**src/design/mecanum_field_centric_ik_core_assert.svh**
```systemverilog
// assertion macros for the field-centric mecanum core
`ifndef MECANUM_FIELD_CENTRIC_IK_CORE_ASSERT_SVH
`define MECANUM_FIELD_CENTRIC_IK_CORE_ASSERT_SVH
// property must hold on every clock edge out of reset
`define MFC_ASSERT(label, clk, rst_n, prop, msg) \
    label: assert property (@(posedge clk) disable iff (!rst_n) (prop)) else $error(msg);
// antecedent implies consequent in the next cycle
`define MFC_ASSERT_NEXT(label, clk, rst_n, ante, cons, msg) \
    label: assert property (@(posedge clk) disable iff (!rst_n) (ante) |=> (cons)) \
        else $error(msg);
`endif

```
**src/design/mfcik_pkg.sv**
```systemverilog
// shared types and constants for the field-centric mecanum core
package mfcik_pkg;
    localparam int unsigned NSTEP = 16;
    localparam int unsigned VW = 28;     // cordic x/y width, Q1.22 plus growth
    localparam int unsigned ZW = 34;     // angle accumulator width
    localparam int unsigned WW = 19;     // wheel sum width
    localparam int unsigned MW = 18;     // magnitude width
    localparam int unsigned QW = 16;     // quotient width
    localparam int unsigned QB = 15;     // quotient bits produced, one per divider cell
    localparam logic [16:0] INV_GAIN = 17'd39797;
    localparam logic [MW-1:0] WHEEL_ONE = 18'd16384;

    typedef logic [ZW-1:0] t_atan_tab [NSTEP];
    localparam t_atan_tab ATAN_TAB = '{
        34'd536870912, 34'd316933406, 34'd167458907, 34'd85004756,
        34'd42667331, 34'd21354465, 34'd10679838, 34'd5340245,
        34'd2670163, 34'd1335087, 34'd667544, 34'd333772,
        34'd166886, 34'd83443, 34'd41722, 34'd20861
    };

    // payload that walks through the cordic chain
    typedef struct packed {
        logic                    vld;
        logic signed [VW-1:0]    x;
        logic signed [VW-1:0]    y;
        logic signed [ZW-1:0]    z;
        logic signed [15:0]      rot;
    } t_crd;

    // payload that walks through the divider chain
    typedef struct packed {
        logic                    vld;
        logic                    scl;
        logic [3:0]              neg;
        logic [MW-1:0]           m;     // divisor
        logic [4*MW-1:0]         rem;   // partial remainders
        logic [4*QW-1:0]         quo;   // quotients so far
    } t_div;
endpackage

```
**src/design/mfcik_div_cell.sv**
```systemverilog
// one restoring-division bit cell working on four wheels at once
module mfcik_div_cell #(
    parameter bit FIRST = 1'b0
) (
    input  logic            i_clk,
    input  logic            i_rst_n,
    input  logic            i_en,
    input  mfcik_pkg::t_div i_d,
    output mfcik_pkg::t_div o_d
);
    localparam int unsigned MW = mfcik_pkg::MW;
    localparam int unsigned QW = mfcik_pkg::QW;
    mfcik_pkg::t_div r_d, n_d;
    logic [MW:0] trial;

    // first cell compares the magnitude itself, later cells shift in a zero
    always_comb begin
        n_d = i_d;
        trial = '0;
        for (int k = 0; k < 4; k++) begin
            if (FIRST) begin
                trial = {1'b0, i_d.rem[k*MW +: MW]};
            end else begin
                trial = {i_d.rem[k*MW +: MW], 1'b0};
            end
            if (trial >= {1'b0, i_d.m}) begin
                n_d.rem[k*MW +: MW] = MW'(trial - {1'b0, i_d.m});
                n_d.quo[k*QW +: QW] = {i_d.quo[k*QW +: QW-1], 1'b1};
            end else begin
                n_d.rem[k*MW +: MW] = MW'(trial);
                n_d.quo[k*QW +: QW] = {i_d.quo[k*QW +: QW-1], 1'b0};
            end
        end
    end

    always_ff @(posedge i_clk) begin
        if (!i_rst_n) begin
            r_d.vld <= 1'b0;
        end else if (i_en) begin
            r_d.vld <= i_d.vld;
        end
        if (i_en) begin
            r_d.scl <= n_d.scl;
            r_d.neg <= n_d.neg;
            r_d.m   <= n_d.m;
            r_d.rem <= n_d.rem;
            r_d.quo <= n_d.quo;
        end
    end

    assign o_d = r_d;
endmodule

```
**config.mk**
```make
export PLATFORM = sky130hd
export DESIGN_NAME = mfcik_div_cell
export DESIGN_NICKNAME = d
export VERILOG_FILES = /design/src/design/mecanum_field_centric_ik_core_assert.svh /design/src/design/mfcik_pkg.sv /design/src/design/mfcik_div_cell.sv
export SDC_FILE = /design/constraint.sdc
export NUM_CORES = 1
export LEC_CHECK = 0
export ABC_CLOCK_PERIOD_IN_PS = 3000
export BUFFER_PORTS_ARGS = -buffer_cell sky130_fd_sc_hd__buf_2
export CORE_MARGIN = 10
export CORE_UTILIZATION = 45
export CTS_CLUSTER_DIAMETER = 120
export CTS_CLUSTER_SIZE = 10
export DETAILED_ROUTE_END_ITERATION = 6
export PLACE_DENSITY = 0.82
export REMOVE_ABC_BUFFERS = 1
export SYNTH_ARGS = -nofsm -noshare
export SYNTH_HDL_FRONTEND = slang
export SYNTH_SLANG_ARGS = --single-unit
```
**constraint.sdc**
```tcl
create_clock -name i_clk -period 3 [get_ports i_clk]
set_input_delay 0.3 -clock i_clk [delete_from_list [all_inputs] [get_ports i_clk]]
set_output_delay 0.3 -clock i_clk [all_outputs]
set_load 0.05 [all_outputs]
```
==> results of run 1 <==
[cell usage after synthesis (4+ instances only)]
master    number  area, sq um
edfxtp_1     159         4775
ha_1          72        900.9
a21oi_1       57        285.3
nor2_1        53        198.9
nand2_1       47        176.4
o21ai_0       47        235.2
inv_1         36        135.1
xnor2_1       32        280.3
mux2_2        26        292.8
a21o_1        25        187.7
xor2_1        18        157.7
mux2_1        17        191.4
o21a_1        14        105.1
nand2b_1      13        81.33
nor2b_1       12        75.07
nand4_1        9        56.30
mux2_4         8        120.1
nor3_1         8        40.04
nand3_1        7        35.03
o21ai_1        7        35.03
buf_4          6        45.04
clkbuf_1       6        22.52
a211oi_1       5        37.54
and2_1         5        31.28
and3_1         5        31.28
o211ai_1       5        37.54
o31a_1         5        43.79
o31ai_1        5        37.54
a211o_1        4        35.03
fa_1           4        80.08
nor3b_1        4        30.03
o21bai_1       4        30.03
[through the flow]
step	util	setup WS, ns	TNS, ns	power (mW)
2_1_floorplan	-	0.0006346	0	4.676
3_3_place_gp	0.5718	-0.05733	-0.6830	5.389
3_5_place_dp	0.5718	-0.1622	-2.244	5.431
4_1_cts	0.5998	0.2925	0	7.573
5_1_grt	0.6003	0.1409	0	7.845
6_report	0.6006	0.3192	0	7.540
[critical path, delay by kind of cell]
kind | cells | cell delay [ns]
buffers and inverters | 2 | 0.16
AND/OR/NAND/NOR | 1 | 0.18
multiplexers | 1 | 0.42
adder cells (fa/ha/maj) | 1 | 0.29
AO/OA/AOI/OAI | 5 | 1.51
[metal layers]
| metal | routed length, um | GRT usage | part of all wire |
|---|---|---|---|
| met1 | 11950 | 0.2506 | 0.39 |
| met2 | 14520 | 0.3517 | 0.48 |
| met3 | 2936 | 0.06323 | 0.097 |
| met4 | 938 | 0.09058 | 0.031 |
| met5 | 13 | 0 | 0.00043 |
[final cells by class]
cell class | instances | area share
antenna | 6 | 0.001224
clock buffer | 18 | 0.03498
clock inverter | 14 | 0.01173
inverter | 36 | 0.01101
multi-input combinational | 576 | 0.3603
sequential | 160 | 0.3908
tap | 270 | 0.02753
timing repair buffer | 364 | 0.1625
[report_power, final]
| group | leakage [nW] | switching, mW | internal (mW) | total, mW |
|---|---|---|---|---|
| Clock | 0.271 | 1.04 | 1.11 | 2.15 |
| Combinational | 3.55 | 1.74 | 0.810 | 2.55 |
| Sequential | 1.56 | 0.0623 | 2.78 | 2.84 |
| Total | 5.38 | 2.85 | 4.70 | 7.54 |
[worst min path at each step]
stage / start / to / slack, ns / cells after the start
floorplan: i_d[9] / o_d[10]$_DFFE_PP_ / 0.40 / 0
global placement: i_d[40] / o_d[41]$_DFFE_PP_ / 0.48 / 1
detailed placement: i_d[18] / o_d[19]$_DFFE_PP_ / 0.48 / 1
CTS: i_d[18] / o_d[19]$_DFFE_PP_ / 0.03 / 1
global route: i_d[18] / o_d[19]$_DFFE_PP_ / 0.03 / 1
finish: i_d[18] / o_d[19]$_DFFE_PP_ / 0.05 / 1
[cells by family after synthesis]
group                    share of synthesized area
XOR/XNOR                                   0.04628
AO/OA/AOI/OAI                               0.1551
buffers and inverters                      0.02618
multiplexers                               0.06598
AND/OR/NAND/NOR                            0.09613
flip-flops                                  0.5067
adder cells (fa/ha/maj)                     0.1037
[cells in the final DEF, fill, tap and decap left out, types with 18 or more instances in the layout]
| master | synthesis | routed |
|---|---|---|
| buf_2 | 3 | 317 |
| edfxtp_1 | 159 | 159 |
| ha_1 | 72 | 72 |
| a21oi_1 | 57 | 57 |
| nor2_1 | 53 | 53 |
| nand2_1 | 47 | 47 |
| o21ai_0 | 47 | 47 |
| buf_4 | 6 | 42 |
| inv_1 | 36 | 36 |
| xnor2_1 | 32 | 32 |
| mux2_2 | 26 | 26 |
| a21o_1 | 25 | 25 |
| xor2_1 | 18 | 18 |
==> out/qor.csv, run 1 <==
metric;value;unit
Storage cell area;4795;sq um
final instance area;12270;sq um
Die ar.;27230;sq um
Top-Level Pins;323;
area grow syn2layout;29.66;%
Slowest Stage Delay on Critical Path;0.88;ns
WP data arrival;2.86;ns
RR Startpoint;o_d[159]$_SDFFE_PN0P_;
initial antenna violation count;7;
TritonCTS Buffers;17;
RSZ-0062 raised after global routing;false;
CP max FO;18;
DRC violations left;0;
gpl congestion;0.9273;
Overall Global Routing Usage;0.2121;
clock skew;0;ns
core box area;20430;sq um
Hold Slack;0.04556;ns
Pins Over Slew Limit;0;
Worst EP required;3.18;ns
CP startpoint kind;input pin;
critical path cell sequence;buf_2, inv_1, ha_1, nor2b_1, o31a_1, o21ai_1, a21oi_2, a21oi_2, o31ai_4, mux2_2;
Main synth FF type;edfxtp_1;
Top cell by count, worst path;a21oi_2;
outcome;completed;
worst vdd ir;0.3544;mV
CTS tree;built;
CTS root buf;clkbuf_16;
R2R Path End;o_d[159]$_SDFFE_PN0P_;
worst r2r path cells;2;
asr flop ratio synth;0;
Die H;165.0;um
area of the multi-input gates;4420;sq um
Yosys cell types;73;
max cap viols;0;
# hold bufs at CTS;0;
CP Capture Point;o_d[104]$_DFFE_PP_;
Lkg Pwr;5.384;nW
WS Path Type;in2reg;
Cell Area, Placed;11680;sq um
Seq cells post-synth;160;
Least-Margin Pin Slew;1.029;ns
Worst slew margin;0.3137;
register area share after synthesis;0.5067;
Crit. Startpoint;i_d[137];
Crit-path slowest cell;o31ai_4;
Avg Vias per Cell;5.418;
via count of the first global-routing pass;7799;
Port-buffer cells;318;
initial DRC count;430;
Yosys Warn Count;0;
f_max;0.3730;GHz
Cells after Synth;790;
Avg Synthesized Cell Area;11.98;sq um
total gr overflow;0;
final WL;30.37;mm
R2R Setup Slk;2.39;ns
First-pass DRT Iterations;6;
setup bufs post-CTS;0;
first-pass GRT wire length;44.18;mm
Die Width;165.0;um
Initial Util;0.4632;
Post-DP HPWL;24.33;mm
CTS H-tree lvls;4;
final hold vios;0;
Final Cycle Share;0.8936;
Tmin final;2.681;ns
clock-pin slew on the worst setup and hold paths;0.07;ns
clock sinks;160;
Mapped Area;9463;sq um
number of flip-flops in the largest register;160;
Post-layout nets;1394;
via count;7824;
Avg WL per Cell;21.03;um
layout cells sized above 1;0.3844;
largest net degree at the start of global routing;101;
Crit. End Element;register;
cell row count;52;
pwr/cell area;614.6;nW/um^2
Clock Latency Late Sink;0.42;ns
Non-Filler Instances;1444;
placed cell count;1406;
post-route ant nets;0;
hold crit path type;in2reg;
number of fill cells;1664;
# setup viols final;0;
CTS resizes;0;
number of enable flip-flop cells after synthesis;159;
clk buf depth;2;
Power figures use the tool's default switching activity.
==> run 2: changes to the inputs <==
Settings changed: BUFFER_PORTS_ARGS -buffer_cell sky130_fd_sc_hd__buf_2 to unset, CTS_CLUSTER_DIAMETER 120 to 150, DONT_BUFFER_PORTS set to 1, HOLD_SLACK_MARGIN set to 0.12, PLACE_DENSITY 0.82 to 0.69.
==> run 2 against run 1 <==
The run now ends with hold timing left. Non-clock buffer count is 177 lower. Clock skew unchanged. Highest routed layer is now met4. Critical path depth is 1 lower. Global-route usage up 0.73 points. Flip-flop and latch count stayed put. Wire length grew 1.1%. Clock-buffer cell count is the same. Sequential share of layout area rose by 0.49 points. Register-to-register slack worse by 0.92 ns. Final cell count down 13%. Setup slack improved by 0.16 ns. Largest power group unchanged.
==> out/qor.csv, run 2 (synthesized netlist as in run 1, its figures left out) <==
metric;value;unit;change
outcome;finished, violations left;;
violated checks;hold timing;;
Cell Area, Placed;9991;sq um;-14%
final WL;30.70;mm;+1.1%
number of flip-flops in the largest register;160;;unchanged
# setup viols final;0;;unchanged
WP data arrival;2.71;ns;-0.15 ns
RR Startpoint;o_d[159]$_SDFFE_PN0P_;;
Overall Global Routing Usage;0.2194;;+0.007310
largest net degree at the start of global routing;161;;+59%
clock share of power;0.310;;+0.025
Seq pwr share;0.510;;+0.134
via count of the first global-routing pass;7085;;-9.2%
total gr overflow;0;;unchanged
GR Layer Usage met2;0.3654;;+0.01370
most common library cell in the layout ignoring fill and taps;edfxtp_1;;
final hold vios;3;;+3
WS Path Type;in2reg;;
Hold Slack;-0.01412;ns;-0.05968 ns
worst r2r path cells;3;;+1
Initial Util;0.4632;;unchanged
CP startpoint kind;input pin;;
internal power component;4.842;mW;+3.1%
initial DRC count;534;;+24%
gpl congestion;0.9189;;-0.91%
Comb pwr share;0.180;;-0.159
Most Crowded Layer GR;met2;;
post-route ant nets;0;;unchanged
CTS H-tree lvls;4;;unchanged
Die H;165.0;um;unchanged
worst hold stages;0;;-1
CTS root buf;clkbuf_16;;
clock skew;0;ns;unchanged
Port-buffer cells;0;;-100%
TritonCTS Buffers;17;;unchanged
Die Width;165.0;um;unchanged
CP max FO;18;;unchanged
DRC violations left;0;;unchanged
HP Start;i_en;;
via count;7180;;-8.2%
initial antenna violation count;1;;-6
core box area;20430;sq um;unchanged
pwr/cell area;620.4;nW/um^2;+0.94%
worst vdd ir;0.3268;mV;-7.8%
first-pass GRT wire length;44.89;mm;+1.6%
CTS tree;built;;
max cap viols;0;;unchanged
hold crit path type;in2reg;;
hold worst-path end;o_d[89]$_DFFE_PP_;;
layout cells sized above 1;0.1231;;-0.2613
Clock Latency Late Sink;0.42;ns;about the same
Worst slew margin;0.3368;;+0.02312
NetSw;2.675;mW;-6.0%
pre-CTS setup slack;-0.0007392;ns;+0.1615 ns
Die ar.;27230;sq um;unchanged
First-pass DRT Iterations;5;;-1
Avg Vias per Cell;5.685;;+4.9%
Sw Share;0.3559;;-0.02143
Tmin final;2.524;ns;-0.1564 ns
Final WS setup;0.4756;ns;+0.1564 ns
RSZ-0062 raised after global routing;false;;
Worst EP required;3.18;ns;about the same
clk buf depth;2;;unchanged
clock-pin slew on the worst setup and hold paths;0.07;ns;about the same
f_max;0.3961;GHz;+6.2%
R2R Path End;o_d[159]$_SDFFE_PN0P_;;
cell row count;52;;unchanged
GRT met1 Usage;0.2604;;+0.009815
most frequent cells in the layout;edfxtp_1 (159), dlygate4sd3_1 (150), ha_1 (72);;
final instance area;12120;sq um;-1.2%
Crit. End Element;register;;
Top-Level Pins;323;;unchanged
Post-layout nets;1217;;-13%
area grow syn2layout;28.06;%;
Avg WL per Cell;24.30;um;+16%
clock sinks;160;;unchanged
Post-DP HPWL;22.29;mm;-8.4%
R2R Setup Slk;1.47;ns;-0.92 ns
Lkg Pwr;4.735;nW;-12%
number of fill cells;1670;;+0.36%
Least-Margin Pin Slew;0.9947;ns;-0.03469 ns
Pins Over Slew Limit;0;;unchanged
Final Cycle Share;0.8415;;-0.05213
global routing usage on met3;0.08240;;+0.01917
==> run 2: changes by cell type in the layout (fill, tap and decap cells not counted), sizes merged <==
| cell | before | now |
|---|---|---|
| buf | 364 | 37 |
| bufinv | 0 | 3 |
| clkinv | 3 | 1 |
| clkinvlp | 3 | 2 |
| diode | 6 | 2 |
| dlygate4sd3 | 0 | 150 |
==> run 2: how the worst max path moves through the flow <==
stage | start | slack (ns) | cells after the start | to
2_1_floorplan | i_d[137] | 0.0006 | 8 | o_d[65]$_DFFE_PP_
3_3_place_gp | i_d[138] | 0.04 | 9 | o_d[105]$_DFFE_PP_
3_5_place_dp | i_d[138] | -0.0007 | 9 | o_d[104]$_DFFE_PP_
4_1_cts | i_d[138] | 0.47 | 9 | o_d[104]$_DFFE_PP_
5_1_grt | i_d[138] | 0.32 | 9 | o_d[101]$_DFFE_PP_
6_report | i_d[138] | 0.48 | 9 | o_d[101]$_DFFE_PP_
==> run 2: through the flow <==
step | std cells | hold WS, ns | setup TNS, ns | power [mW] | util
finish | 1263 | -0.01412 | 0 | 7.517 | 0.5932
global route | 1262 | -0.04315 | 0 | 7.810 | 0.5930
CTS | 1260 | -0.02278 | 0 | 7.554 | 0.5924
detailed placement | 1079 | 0.3989 | -0.001379 | 5.050 | 0.4890
global placement | 1079 | 0.3990 | 0 | 5.034 | 0.4890
floorplan | 772 | 0.3989 | 0 | 4.676 | -
==> run 2: repair_timing <==
action	in CTS	in global routing
resized for setup	0	0
buffers inserted	0	0
hold endpoints to repair	309	160
hold buffers	149	1
==> run 2: layout make-up <==
class                           instances  area (sq um)  area share
Tap cell                              270         337.8     0.02788
Clock buffer                           18         429.2     0.03542
Sequential cell                       160          4795      0.3957
Timing Repair Buffer                  187          1804      0.1489
Antenna cell                            2         5.005   0.0004130
Clock inverter                         14         191.4     0.01580
Inverter                               36         135.1     0.01115
Multi-Input combinational cell        576          4420      0.3648
==> run 2: worst max-delay path, cell delays in order <==
cell     delay [ns]
inv_1          0.05
ha_1           0.36
o21a_1         0.13
o31a_1         0.17
o21ai_1        0.10
a21oi_2        0.20
a21oi_2        0.10
o31ai_4        0.84
mux2_2         0.42
==> run 2: layer usage <==
layer	wire, um	part of all wire	up-vias
li1	-	-	3373
met1	12070	0.39	3435
met2	14900	0.49	337
met3	3095	0.10	35
met4	626	0.020	0
met5	0	0	-
==> run 2: power groups by stage <==
stage | Combinational, mW | Clock, mW | Sequential (mW)
after floorplan | 0.886 | 0 | 3.79
after global placement | 1.15 | 0 | 3.89
after detailed placement | 1.16 | 0 | 3.88
after CTS | 1.34 | 2.37 | 3.84
after global routing | 1.49 | 2.46 | 3.86
final | 1.35 | 2.33 | 3.83
