<file path="src/design/mecanum_field_centric_ik_core_assert.svh">
// assertion macros for the field-centric mecanum core
`ifndef MECANUM_FIELD_CENTRIC_IK_CORE_ASSERT_SVH
`define MECANUM_FIELD_CENTRIC_IK_CORE_ASSERT_SVH
// property must hold on every clock edge out of reset
`define MFC_ASSERT(label, clk, rst_n, prop, msg) \
    label: assert property (@(posedge clk) disable iff (!rst_n) (prop)) else $error(msg);
// antecedent implies consequent in the next cycle
`define MFC_ASSERT_NEXT(label, clk, rst_n, ante, cons, msg) \
    label: assert property (@(posedge clk) disable iff (!rst_n) (ante) |=> (cons)) \
        else $error(msg);
`endif

</file>
<file path="src/design/mfcik_pkg.sv">
// shared types and constants for the field-centric mecanum core
package mfcik_pkg;
    localparam int unsigned NSTEP = 16;
    localparam int unsigned VW = 28;     // cordic x/y width, Q1.22 plus growth
    localparam int unsigned ZW = 34;     // angle accumulator width
    localparam int unsigned WW = 19;     // wheel sum width
    localparam int unsigned MW = 18;     // magnitude width
    localparam int unsigned QW = 16;     // quotient width
    localparam int unsigned QB = 15;     // quotient bits produced, one per divider cell
    localparam logic [16:0] INV_GAIN = 17'd39797;
    localparam logic [MW-1:0] WHEEL_ONE = 18'd16384;

    typedef logic [ZW-1:0] t_atan_tab [NSTEP];
    localparam t_atan_tab ATAN_TAB = '{
        34'd536870912, 34'd316933406, 34'd167458907, 34'd85004756,
        34'd42667331, 34'd21354465, 34'd10679838, 34'd5340245,
        34'd2670163, 34'd1335087, 34'd667544, 34'd333772,
        34'd166886, 34'd83443, 34'd41722, 34'd20861
    };

    // payload that walks through the cordic chain
    typedef struct packed {
        logic                    vld;
        logic signed [VW-1:0]    x;
        logic signed [VW-1:0]    y;
        logic signed [ZW-1:0]    z;
        logic signed [15:0]      rot;
    } t_crd;

    // payload that walks through the divider chain
    typedef struct packed {
        logic                    vld;
        logic                    scl;
        logic [3:0]              neg;
        logic [MW-1:0]           m;     // divisor
        logic [4*MW-1:0]         rem;   // partial remainders
        logic [4*QW-1:0]         quo;   // quotients so far
    } t_div;
endpackage

</file>
<file path="src/design/mfcik_cordic_cell.sv">
// one cordic micro-rotation cell with its own register
module mfcik_cordic_cell #(
    parameter int unsigned STEP = 0
) (
    input  logic            i_clk,
    input  logic            i_rst_n,
    input  logic            i_en,
    input  mfcik_pkg::t_crd i_d,
    output mfcik_pkg::t_crd o_d
);
    mfcik_pkg::t_crd r_d, n_d;
    logic signed [mfcik_pkg::VW-1:0] dx, dy;

    always_comb begin
        dx = i_d.x >>> STEP;
        dy = i_d.y >>> STEP;
        n_d = i_d;
        if (!i_d.z[mfcik_pkg::ZW-1]) begin
            n_d.x = i_d.x - dy;
            n_d.y = i_d.y + dx;
            n_d.z = i_d.z - $signed(mfcik_pkg::ATAN_TAB[STEP]);
        end else begin
            n_d.x = i_d.x + dy;
            n_d.y = i_d.y - dx;
            n_d.z = i_d.z + $signed(mfcik_pkg::ATAN_TAB[STEP]);
        end
    end

    always_ff @(posedge i_clk) begin
        if (!i_rst_n) begin
            r_d.vld <= 1'b0;
        end else if (i_en) begin
            r_d.vld <= i_d.vld;
        end
        if (i_en) begin
            r_d.x   <= n_d.x;
            r_d.y   <= n_d.y;
            r_d.z   <= n_d.z;
            r_d.rot <= n_d.rot;
        end
    end

    assign o_d = r_d;
endmodule

</file>
<file path="config.mk">
export PLATFORM = sky130hd
export DESIGN_NAME = mfcik_cordic_cell
export DESIGN_NICKNAME = d
export VERILOG_FILES = /design/src/design/mecanum_field_centric_ik_core_assert.svh /design/src/design/mfcik_pkg.sv /design/src/design/mfcik_cordic_cell.sv
export SDC_FILE = /design/constraint.sdc
export NUM_CORES = 1
export LEC_CHECK = 0
export ABC_AREA = 1
export BUFFER_PORTS_ARGS = -buffer_cell sky130_fd_sc_hd__buf_2
export CAP_MARGIN = 10
export CORE_MARGIN = 5
export CORE_UTILIZATION = 55
export DETAILED_ROUTE_END_ITERATION = 8
export MAX_ROUTING_LAYER = met4
export PLACE_DENSITY = 0.91
export SLEW_MARGIN = 10
export SYNTH_ARGS = -nofsm -noshare
export SYNTH_HDL_FRONTEND = slang
export SYNTH_SLANG_ARGS = --single-unit
</file>
<file path="constraint.sdc">
create_clock -name i_clk -period 2.35 [get_ports i_clk]
set_clock_uncertainty 0.15 [all_clocks]
set_input_delay 0.3525 -clock i_clk [delete_from_list [all_inputs] [get_ports i_clk]]
set_output_delay 0.3525 -clock i_clk [all_outputs]
set_load 0.02 [all_outputs]
</file>
==> results of run 1 <==
[per-stage QoR]
stage                 util  area [µm²]  hold WS, ns  instances
finish              0.7218       12400     0.008327       1959
global route        0.7218       12400     0.002155       1959
floorplan                -        9553       0.2960       1360
global placement    0.7011       12040       0.3669       1943
CTS                 0.7198       12360     0.004172       1959
detailed placement  0.7011       12040       0.3812       1943
[worst min-delay path by stage]
stage               startpoint        to  cells after the start
finish                 i_d[28]   o_d[28]                      1
CTS                    i_d[28]   o_d[28]                      1
global placement      o_d[106]  o_d[106]                      2
global route           i_d[13]   o_d[13]                      1
detailed placement     i_d[40]   o_d[40]                      1
floorplan                 i_en  o_d[106]                      1
[area by class of cell]
class | count | area share
Clock buffer | 9 | 0.01817
Tap cell | 225 | 0.02271
Inverter | 235 | 0.07115
Sequential cell | 106 | 0.2559
Multi-Input combinational cell | 982 | 0.4247
Timing Repair Buffer | 395 | 0.1998
Clock inverter | 7 | 0.007569
[power breakdown]
part           switching, mW  internal, mW  leakage, nW
combinational           1.72          1.02         5.56
clock                  0.811         0.859        0.153
sequential            0.0708          2.35         1.04
total                   2.60          4.23         6.75
[layer usage]
metal / GRT usage / vias to the layer above / wire [µm]
li1: - / 5118 / -
met3: 0.04853 / 118 / 3739
met2: 0.5567 / 745 / 15830
met4: 0.1283 / 0 / 1425
met5: - / - / 0
met1: 0.4307 / 4882 / 13230
[logic make-up after synthesis]
group | Yosys count
and+or+nand+nor | 688
buffers and inverters | 272
AOI/OAI and AO/OA | 181
DFF | 106
adders and majority gates | 88
xor gates and xnor gates | 23
muxes | 2
[cell usage in the layout, fill, tap and decap left out, types with 9 or more instances in the layout]
master,netlist,final
ha_2,0,10
clkbuf_16,0,9
buf_2,9,215
a21oi_1,89,89
nand2_1,432,432
nand4_1,27,27
nand3_1,123,122
buf_4,15,176
nor2_2,10,10
o21bai_1,17,17
inv_1,225,225
edfxtp_1,105,105
ha_1,84,74
xor2_1,22,22
inv_2,10,10
nor2_1,80,80
o21ai_0,51,51
[what timing repair did]
item                       in CTS  in global routing
setup buffers                   0                  0
hold buffers                    0                  0
gates resized for setup         1                 12
setup endpoints to repair       1                 12
==> impl_metrics.py, run 1 <==
metrics = {
    "critical_path": {
        "worst-path-max-fanout": 9,
        "critPathLaunch": "i_d[88]",
        "crit_buf_inv": 1,
        "crit_slowest_cell": "ha_2",
        "cp_top_family": "simple AND/OR/NAND/NOR gates",
        "timing.rr.end": "o_d[106]",
        "reg2reg_depth": 2,
        "worstPathCellList": "buf_2 > ha_2 > nand2_1 > nor2_2 > and2_1 > a21oi_1 > nand2_1 > nand2_1 > nand2_1 > nand2_1 > nand3_1 > nand2_1",
        "cp_common_cell": "nand2_1",
        "endpoint_kind": "flip-flop",
        "max_stage_delay_ns": 0.48,
        "critPathLaunchType": "input port",
        "path_class": "in -> reg",
        "cp-endpoint": "o_d[77]",
        "r2r-start": "o_d[106]",
        "cp.depth": 12,
        "reg2reg_slack_ns": 1.55,
        "required_ns": 2.32,
        "worstPathArrival_ns": 2.25,
    },
    "timing": {
        "fin_crit_sh": 0.9721,
        "fmax_mhz": 437.7,
        "tightest_slew_ns": 0.6631,
        "fin_crit_ns": 2.284,
        "setup_viol": 0,
        "slew_headroom": 0.5579,
        "finalHoldViolCount": 0,
        "final.setup.worst_slack_ns": 0.06558,
        "fin_setup_tns_ns": 0,
        "slew_viol_final": 0,
    },
    "floorplan": {
        "die_h_um": 141.8,
        "coreArea_mm2": 0.01718,
        "die-area_mm2": 0.02010,
        "num_io_pins": 217,
        "die_x_um": 141.8,
        "rows": 48,
        "start_util": 0.5562,
    },
    "logic_synthesis": {
        "synth_edf_count": 105,
        "synth_area_leaders": "edfxtp_1 (33%), nand2_1 (17%), ha_1 (11%)",
        "synth_area_mm2": 0.009553,
        "synth_top_family_by_area": "simple AND/OR/NAND/NOR gates",
        "yosysMostFrequentCell": "nand2_1",
        "synth_cells": 1360,
        "yosysSeqAreaShare": 0.3322,
        "synthAdderAreaFrac": 0.1184,
        "yosys.area_share.simple": 0.3012,
        "syn_nets": 1558,
        "synth.largest_area_cell": "edfxtp_1",
        "yosys_register_bits": 106,
        "synth_ff_type": "edfxtp_1",
        "synth_compound_area_frac": 0.1045,
        "synthMuxAreaShare": 0.002096,
        "ys_async_sr_fraction": 0,
        "syn_area_per_cell_um2": 7.024,
        "synthTopCellsByCount": "nand2_1 (432), inv_1 (225), nand3_1 (123)",
        "synth_top_area_share": 0.3301,
        "yosysUniqueCellTypes": 40,
        "synth-xor-area-share": 0.02109,
        "yosysWarnings": 0,
    },
    "power": {
        "vdd_drop_max_mv": 0.3622,
        "power_density_mw_per_mm2": 550.6,
        "power.leakage_nw": 6.748,
        "power_mw": 6.827,
    },
    "global_routing": {
        "antenna_found_initial": 0,
        "grt_overflow": 0,
        "grt_pass1_wl_mm": 52.47,
        "grt_use_total": 0.3405,
        "first_global_vias": 10230,
        "grt_start_max_net_pins": 52,
    },
    "placement": {
        "pre_cts_slack_ns": -0.3524,
        "dp_hpwl_mm": 27.81,
        "port_buffers": 216,
        "gp_congestion": 1.015,
    },
    "clock_tree": {
        "cts-root-buf": "clkbuf_16",
        "ctsLongestPathBuffers": 2,
        "cts_tree": "built",
        "clock_latency_ns": 0.36,
        "cts_buffers": 9,
        "clock_sinks": 106,
        "path_clk_slew_ns": 0.08,
        "htree_levels": 3,
    },
    "job": {
        "maxCapViolCount": 0,
    },
    "finish": {
        "multiInputGateArea_mm2": 0.005265,
        "diodes": 0,
        "drive_gt1_frac": 0.2636,
        "areaGrowthSynthToFinish_pct": 29.78,
        "nets": 1927,
        "largest_register_ffs": 106,
        "nFillCells": 1405,
        "regArea_mm2": 0.003173,
    },
    "worst_hold_path": {
        "hold_path_class": "in -> reg",
    },
    "detailed_routing": {
        "vias": 10860,
        "drt_first_iter_violations": 1360,
        "vias_per_cell": 5.545,
        "drtPass1Iterations": 7,
        "wl_mm": 34.23,
        "drc": 0,
        "ant_nets": 0,
        "wl_per_cell_um": 17.47,
    },
    "status": {
        "status": "finished, final reports clean",
    },
}
No activity file was read; power rests on OpenSTA's default activity.
==> run 2: changes to the inputs <==
--- a/config.mk
+++ b/config.mk
@@ -5,14 +5,13 @@
 export SDC_FILE = /design/constraint.sdc
 export NUM_CORES = 1
 export LEC_CHECK = 0
-export ABC_AREA = 1
 export BUFFER_PORTS_ARGS = -buffer_cell sky130_fd_sc_hd__buf_2
 export CAP_MARGIN = 10
-export CORE_MARGIN = 5
-export CORE_UTILIZATION = 55
+export CORE_MARGIN = 1
+export CORE_UTILIZATION = 54
 export DETAILED_ROUTE_END_ITERATION = 8
 export MAX_ROUTING_LAYER = met4
-export PLACE_DENSITY = 0.91
+export PLACE_DENSITY = 0.92
 export SLEW_MARGIN = 10
 export SYNTH_ARGS = -nofsm -noshare
 export SYNTH_HDL_FRONTEND = slang
==> impl_metrics.py, run 2 <==
metrics = {
    "global_routing": {
        "grt_overflow": 11,
        "grt_start_max_net_pins": 38,
        "grt_use_total": 0.6677,
    },
    "status": {
        "error": "[ERROR GRT-0232] Routing congestion too high. Check the congestion heatmap in the GUI.",
        "stop_stage": "global routing (5_1_grt)",
        "status": "aborted with a tool error",
    },
    "logic_synthesis": {
        "yosys_register_bits": 106,
        "synth_area_mm2": 0.007958,
        "syn_area_per_cell_um2": 9.716,
        "yosysUniqueCellTypes": 74,
        "synth_ff_type": "edfxtp_1",
        "yosysWarnings": 0,
        "synth_area_leaders": "edfxtp_1 (40%), ha_1 (13%), a21oi_1 (6.4%)",
        "yosysSeqAreaShare": 0.3987,
        "synth.largest_area_cell": "edfxtp_1",
        "synth_edf_count": 105,
        "synthTopCellsByCount": "edfxtp_1 (105), a21oi_1 (101), ha_1 (84), inv_1 (84), nor2_1 (55)",
        "synth_top_area_share": 0.3962,
        "ys_async_sr_fraction": 0,
        "yosysMostFrequentCell": "edfxtp_1",
        "synth_cells": 819,
        "syn_nets": 1017,
    },
    "floorplan": {
        "rows": 43,
        "start_util": 0.5624,
        "die_x_um": 123.4,
        "num_io_pins": 217,
        "die_h_um": 123.4,
    },
    "placement": {
        "port_buffers": 216,
        "placedCellCount": 1378,
        "gp_congestion": 1.053,
        "dp_hpwl_mm": 20.49,
    },
    "timing": {
        "worst_endpoint": "o_d[98]$_DFFE_PP_/D",
        "endpoint_type": "register input",
    },
    "clock_tree": {
        "ctsLongestPathBuffers": 2,
        "cts_hold_buf": 0,
        "clock_sinks": 106,
        "cts-root-buf": "clkbuf_16",
        "cts_buffers": 9,
        "htree_levels": 3,
    },
}
## run 2: metrics by stage
step                      hold WS [ns]  setup TNS, ns  instance area, µm²  setup WS [ns]    util
after floorplan                 0.3014         -7.039                8218        -0.4948       -
after CTS                      0.02360         -6.026               11890        -0.3658  0.8406
after global placement          0.3708         -22.80               10830        -0.7377  0.7654
after detailed placement        0.3809         -26.23               10830        -0.8478  0.7654
## run 2: metal layers
metal / global-route usage / overflow
met2: 0.8544 / 3
met3: 0.4677 / 0
met1: 0.6703 / 0
met5: - / -
met4: 0.5851 / 8
## run 2: kinds of logic after synthesis
group	count (synthesis)	synth area share
simple gates	160	0.09686
xor+xnor	52	0.05723
fa+ha+maj	88	0.1421
compound gates	273	0.2253
flops	106	0.3987
buf+inv	127	0.06336
mux	13	0.01635
## run 2: timing repair
item	in CTS
pin swaps	79
gates resized for setup	147
endpoints found under the setup margin	40
buffers inserted	28
==> run 3: changes to the inputs <==
--- a/config.mk
+++ b/config.mk
@@ -8,10 +8,9 @@
 export BUFFER_PORTS_ARGS = -buffer_cell sky130_fd_sc_hd__buf_2
 export CAP_MARGIN = 10
 export CORE_MARGIN = 1
-export CORE_UTILIZATION = 54
+export CORE_UTILIZATION = 40
 export DETAILED_ROUTE_END_ITERATION = 8
-export MAX_ROUTING_LAYER = met4
-export PLACE_DENSITY = 0.92
+export PLACE_DENSITY_LB_ADDON = 0.15
 export SLEW_MARGIN = 10
 export SYNTH_ARGS = -nofsm -noshare
 export SYNTH_HDL_FRONTEND = slang
==> impl_metrics.py, run 3 <==
metrics = {
    "status": {
        "status": "complete, but fails checks",
        "violations": "negative setup slack",
    },
    "power": {
        "power_density_mw_per_mm2": 550.1,
        "clock_power_share": 0.223,
        "vdd_drop_max_mv": 0.3485,
        "p_int_mw": 4.440,
        "power_mw": 6.902,
        "seqPwrFrac": 0.356,
        "power.leakage_nw": 5.630,
        "switching_share": 0.3567,
        "p_switching_mw": 2.462,
        "power_frac_comb": 0.421,
    },
    "global_routing": {
        "antenna_found_initial": 1,
        "grt_pass1_wl_mm": 38.53,
        "grt_overflow": 0,
        "grt_use_total": 0.2444,
        "grt_start_max_net_pins": 55,
        "first_global_vias": 7497,
    },
    "finish": {
        "nFillCells": 1586,
        "layout_common_cells": "buf_4 (216), buf_2 (204), edfxtp_1 (105)",
        "final_common_cell": "buf_4",
        "largest_register_ffs": 106,
        "drive_gt1_frac": 0.5116,
        "diodes": 0,
        "stdcell_area_mm2": 0.01255,
        "areaGrowthSynthToFinish_pct": 57.67,
        "stdcell_count": 1518,
        "multiInputGateArea_mm2": 0.005283,
        "nets": 1446,
        "fin_util": 0.6447,
        "regArea_mm2": 0.003173,
    },
    "critical_path": {
        "endpoint_kind": "flip-flop",
        "worstPathArrival_ns": 2.61,
        "critPathLaunchType": "input port",
        "required_ns": 2.30,
        "worst-path-max-fanout": 3,
        "reg2reg_slack_ns": 1.61,
        "path_class": "in -> reg",
    },
    "clock_tree": {
        "cts-root-buf": "clkbuf_16",
        "clock_sinks": 106,
        "clock_latency_ns": 0.35,
        "cts_hold_buf": 0,
        "path_clk_slew_ns": 0.08,
        "htree_levels": 3,
        "cts_buffers": 9,
        "ctsLongestPathBuffers": 2,
        "cts_tree": "built",
    },
    "floorplan": {
        "rows": 51,
        "die_h_um": 143.0,
        "die-area_mm2": 0.02046,
        "num_io_pins": 217,
        "die_x_um": 143.0,
        "coreArea_mm2": 0.01946,
        "start_util": 0.4089,
    },
    "job": {
        "maxCapViolCount": 0,
    },
    "detailed_routing": {
        "vias": 7863,
        "drtPass1Iterations": 5,
        "wl_mm": 26.13,
        "wl_per_cell_um": 17.21,
        "drt_first_iter_violations": 424,
        "drc": 0,
        "ant_nets": 0,
        "vias_per_cell": 5.180,
    },
    "timing": {
        "slew_headroom": 0.5131,
        "setup_viol": 30,
        "hold_ws_ns": 0.01936,
        "fin_crit_ns": 2.660,
        "grt_setup_unrepaired": "yes",
        "tightest_slew_ns": 0.7304,
        "slew_viol_final": 0,
        "finalHoldViolCount": 0,
        "fin_setup_tns_ns": -5.082,
        "fin_crit_sh": 1.132,
        "final.setup.worst_slack_ns": -0.3099,
        "fmax_mhz": 375.9,
    },
    "logic_synthesis": {
        "synthTopCellsByCount": "edfxtp_1 (105), a21oi_1 (101), ha_1 (84), inv_1 (84), nor2_1 (55)",
        "synth_top_area_share": 0.3962,
        "synth_area_leaders": "edfxtp_1 (40%), ha_1 (13%), a21oi_1 (6.4%)",
        "yosysUniqueCellTypes": 74,
        "syn_area_per_cell_um2": 9.716,
        "yosys_register_bits": 106,
        "yosysWarnings": 0,
        "yosysSeqAreaShare": 0.3987,
        "synth.largest_area_cell": "edfxtp_1",
        "synth_area_mm2": 0.007958,
        "yosysMostFrequentCell": "edfxtp_1",
        "synth_cells": 819,
        "syn_nets": 1017,
        "synth_ff_type": "edfxtp_1",
        "synth_edf_count": 105,
        "ys_async_sr_fraction": 0,
    },
    "placement": {
        "gp_congestion": 0.9590,
        "postPlaceCellArea_mm2": 0.01102,
        "placedCellCount": 1474,
        "pre_cts_slack_ns": -0.8658,
        "dp_hpwl_mm": 19.83,
        "port_buffers": 216,
    },
    "worst_hold_path": {
        "hold_path_class": "in -> reg",
    },
}
-- run 3: cell counts after synthesis --
Identical to the previous run, type by type.
-- run 3: timing repair --
| action | 4_1_cts | 5_1_grt |
|---|---|---|
| setup buffers | 11 | 22 |
| gates resized for setup | 122 | 112 |
| setup endpoints to repair | 39 | 40 |
| pin swaps | 54 | 73 |
-- run 3: path summary, 6_finish.rpt --
path	start	end	depth (start not counted)
setup / recovery	i_d[78]	o_d[74]	13
hold / removal	i_d[21]	o_d[21]	1
hold reg to reg	o_d[106]	o_d[106]	2
setup reg to reg	o_d[106]	o_d[106]	2
-- run 3: worst max-delay path, stage by stage --
cell and delay [ns]:
buf_8 0.08, ha_4 0.14, inv_2 0.04, fa_2 0.34
o21ba_4 0.21, or4_4 0.43, nand3b_4 0.11, a211o_4 0.17
a31oi_4 0.10, o21ai_4 0.21, a311oi_2 0.16, mux2i_1 0.17
o211ai_1 0.11
-- run 3: metal layers --
metal,GRT usage,share of wire,up-vias
met3,0.02549,0.061,37
met2,0.4465,0.50,301
met4,0.07131,0.020,2
met1,0.3011,0.41,3729
met5,0,0.00031,-
li1,-,-,3794
-- run 3: layout make-up --
cell class / instances / area share
Clock inverter: 7 / 0.005884
Multi-Input combinational cell: 586 / 0.4210
Clock buffer: 9 / 0.01795
Tap cell: 265 / 0.02643
Timing Repair Buffer: 456 / 0.2464
Sequential cell: 106 / 0.2529
Inverter: 89 / 0.02942
-- run 3: cell families after synthesis --
| kind of cell | after synthesis | share of synthesized area |
|---|---|---|
| buffers and inverters | 127 | 0.06336 |
| muxes | 13 | 0.01635 |
| xor gates and xnor gates | 52 | 0.05723 |
| DFF | 106 | 0.3987 |
| and+or+nand+nor | 160 | 0.09686 |
| AOI/OAI and AO/OA | 273 | 0.2253 |
| adders and majority gates | 88 | 0.1421 |
-- run 3: power groups by stage --
stage	combinational, mW	sequential [mW]	clock [mW]
final	2.90	2.46	1.54
after global routing	3.11	2.48	1.63
after CTS	2.68	2.46	1.57
after detailed placement	2.47	2.50	0
after global placement	2.46	2.50	0
after floorplan	1.08	2.82	0
==> run 4: changes to the inputs <==
--- a/config.mk
+++ b/config.mk
@@ -10,6 +10,7 @@
 export CORE_MARGIN = 1
 export CORE_UTILIZATION = 40
 export DETAILED_ROUTE_END_ITERATION = 8
+export GPL_TIMING_DRIVEN = 0
 export PLACE_DENSITY_LB_ADDON = 0.15
 export SLEW_MARGIN = 10
 export SYNTH_ARGS = -nofsm -noshare
==> constraint.sdc (replaced) <==
create_clock -name i_clk -period 2.35 [get_ports i_clk]
set_clock_uncertainty 0.15 [all_clocks]
set_input_delay 0.3525 -clock i_clk [delete_from_list [all_inputs] [get_ports i_clk]]
set_output_delay 0.3525 -clock i_clk [all_outputs]
set_load 0.1 [all_outputs]
==> impl_metrics.py, run 4 (synthesis gave the netlist of run 3 again) <==
metrics = {
    "status": {
        "status": "complete, but fails checks",
        "violations": "negative setup slack",
    },
    "clock_tree": {
        "ctsLongestPathBuffers": 2,
        "path_clk_slew_ns": 0.08,
        "cts_tree": "built",
        "clock_sinks": 106,
        "cts_buffers": 9,
        "cts_hold_buf": 0,
        "clock_latency_ns": 0.35,
        "cts-root-buf": "clkbuf_16",
        "htree_levels": 3,
    },
    "power": {
        "clock_power_share": 0.189,
        "power.leakage_nw": 4.809,
        "switching_share": 0.4766,
        "power_frac_comb": 0.505,
        "power_mw": 7.987,
        "p_int_mw": 4.181,
        "p_switching_mw": 3.806,
        "power_density_mw_per_mm2": 715.0,
        "vdd_drop_max_mv": 0.4153,
        "seqPwrFrac": 0.306,
    },
    "worst_hold_path": {
        "hold_path_class": "in -> reg",
        "holdPathStages": 1,
        "min_to": "o_d[29]",
        "min-delay-start": "i_d[29]",
    },
    "timing": {
        "finalHoldViolCount": 0,
        "setup_viol": 38,
        "slew_headroom": 0.3932,
        "hold_ws_ns": 0.01677,
        "tightest_slew_ns": 0.9102,
        "fin_setup_tns_ns": -8.058,
        "fmax_mhz": 361.9,
        "final.setup.worst_slack_ns": -0.4130,
        "fin_crit_sh": 1.176,
        "grt_setup_unrepaired": "yes",
        "fin_crit_ns": 2.763,
        "slew_viol_final": 0,
    },
    "finish": {
        "nFillCells": 1702,
        "nets": 1292,
        "drive_gt1_frac": 0.4113,
        "areaGrowthSynthToFinish_pct": 40.39,
        "diodes": 0,
        "layout_common_cells": "buf_2 (203), edfxtp_1 (105), a21oi_1 (73)",
        "multiInputGateArea_mm2": 0.005136,
        "fin_util": 0.5740,
        "regArea_mm2": 0.003173,
        "final_common_cell": "buf_2",
        "largest_register_ffs": 106,
    },
    "critical_path": {
        "required_ns": 2.29,
        "r2r-start": "o_d[106]",
        "worstPathArrival_ns": 2.70,
        "timing.rr.end": "o_d[106]",
        "path_class": "in -> reg",
        "reg2reg_slack_ns": 1.61,
        "reg2reg_depth": 2,
        "worst-path-max-fanout": 3,
        "endpoint_kind": "flip-flop",
        "critPathLaunchType": "input port",
    },
    "job": {
        "maxCapViolCount": 0,
    },
    "detailed_routing": {
        "wl_met2_mm": 12.53,
        "wl_met3_mm": 2.026,
        "wl_met1_mm": 10.07,
        "drtPass1Iterations": 5,
        "ant_nets": 0,
        "drc": 0,
        "wl_per_cell_um": 18.47,
        "drt_first_iter_violations": 484,
        "vias": 7391,
        "highest-signal-layer": "met4",
        "wl_mm": 25.19,
        "vias_per_cell": 5.419,
    },
    "placement": {
        "pre_cts_slack_ns": -1.194,
        "gp_congestion": 0.9924,
        "dp_hpwl_mm": 18.56,
        "port_buffers": 215,
    },
    "floorplan": {
        "num_io_pins": 217,
        "coreArea_mm2": 0.01946,
        "die-area_mm2": 0.02046,
        "rows": 51,
        "start_util": 0.4089,
        "die_x_um": 143.0,
        "die_h_um": 143.0,
    },
    "global_routing": {
        "grt_start_max_net_pins": 92,
        "grt_overflow": 0,
        "antenna_found_initial": 0,
        "first_global_vias": 6832,
        "grt_use_total": 0.2383,
        "grt_pass1_wl_mm": 37.07,
    },
}
run 4: area by class of cell:
cell class,instances,share of cell area
multi-input cells,586,0.4597
clock inverters,6,0.005152
repair buffers,267,0.1458
well taps,265,0.02968
plain buffers,35,0.02139
flip-flops and latches,106,0.2840
clock buffers,10,0.02049
inverters,89,0.03371
run 4: power by group through the flow:
stage / registers [mW] / logic [mW] / clock network, mW
2_1_floorplan: 4.24 / 1.09 / 0
3_3_place_gp: 2.49 / 3.57 / 0
3_5_place_dp: 2.49 / 3.57 / 0
4_1_cts: 2.45 / 3.82 / 1.55
5_1_grt: 2.47 / 4.21 / 1.60
6_report: 2.44 / 4.04 / 1.51
run 4: worst max path at each step:
stage,start,to,slack [ns],cells after the start
4_1_cts,i_d[50],o_d[100],-0.45,14
2_1_floorplan,i_d[50],o_d[74],-0.49,12
5_1_grt,i_d[50],o_d[94],-0.47,15
6_report,i_d[50],o_d[74],-0.41,13
3_5_place_dp,i_d[55],o_d[72],-1.19,12
3_3_place_gp,i_d[55],o_d[72],-1.19,12
run 4: worst max-delay path: stages:
cell      delay [ns]
buf_8           0.08
ha_4            0.13
inv_2           0.04
fa_2            0.37
o21ba_4         0.21
or4_4           0.43
nand3b_4        0.11
a211o_4         0.17
a31oi_4         0.09
o21ai_4         0.25
a311oi_4        0.14
mux2i_1         0.18
o211ai_1        0.14
run 4: routing by layer:
layer	GRT usage	vias to the layer above
met4	0.09168	0
met1	0.3017	3499
met5	0	-
met3	0.03890	40
met2	0.4044	367
li1	-	3485
run 4: stage by stage:
step	instances	area, µm²
3_3_place_gp	1299	9625
3_5_place_dp	1300	9659
4_1_cts	1340	10620
6_report	1364	11170
2_1_floorplan	819	8218
5_1_grt	1364	11170
run 4: repair_timing:
item	4_1_cts	5_1_grt
gates cloned	0	1
endpoints found under the setup margin	39	45
pin swaps	38	78
setup buffers	25	27
hold endpoints to repair	0	0
resized for setup	106	104
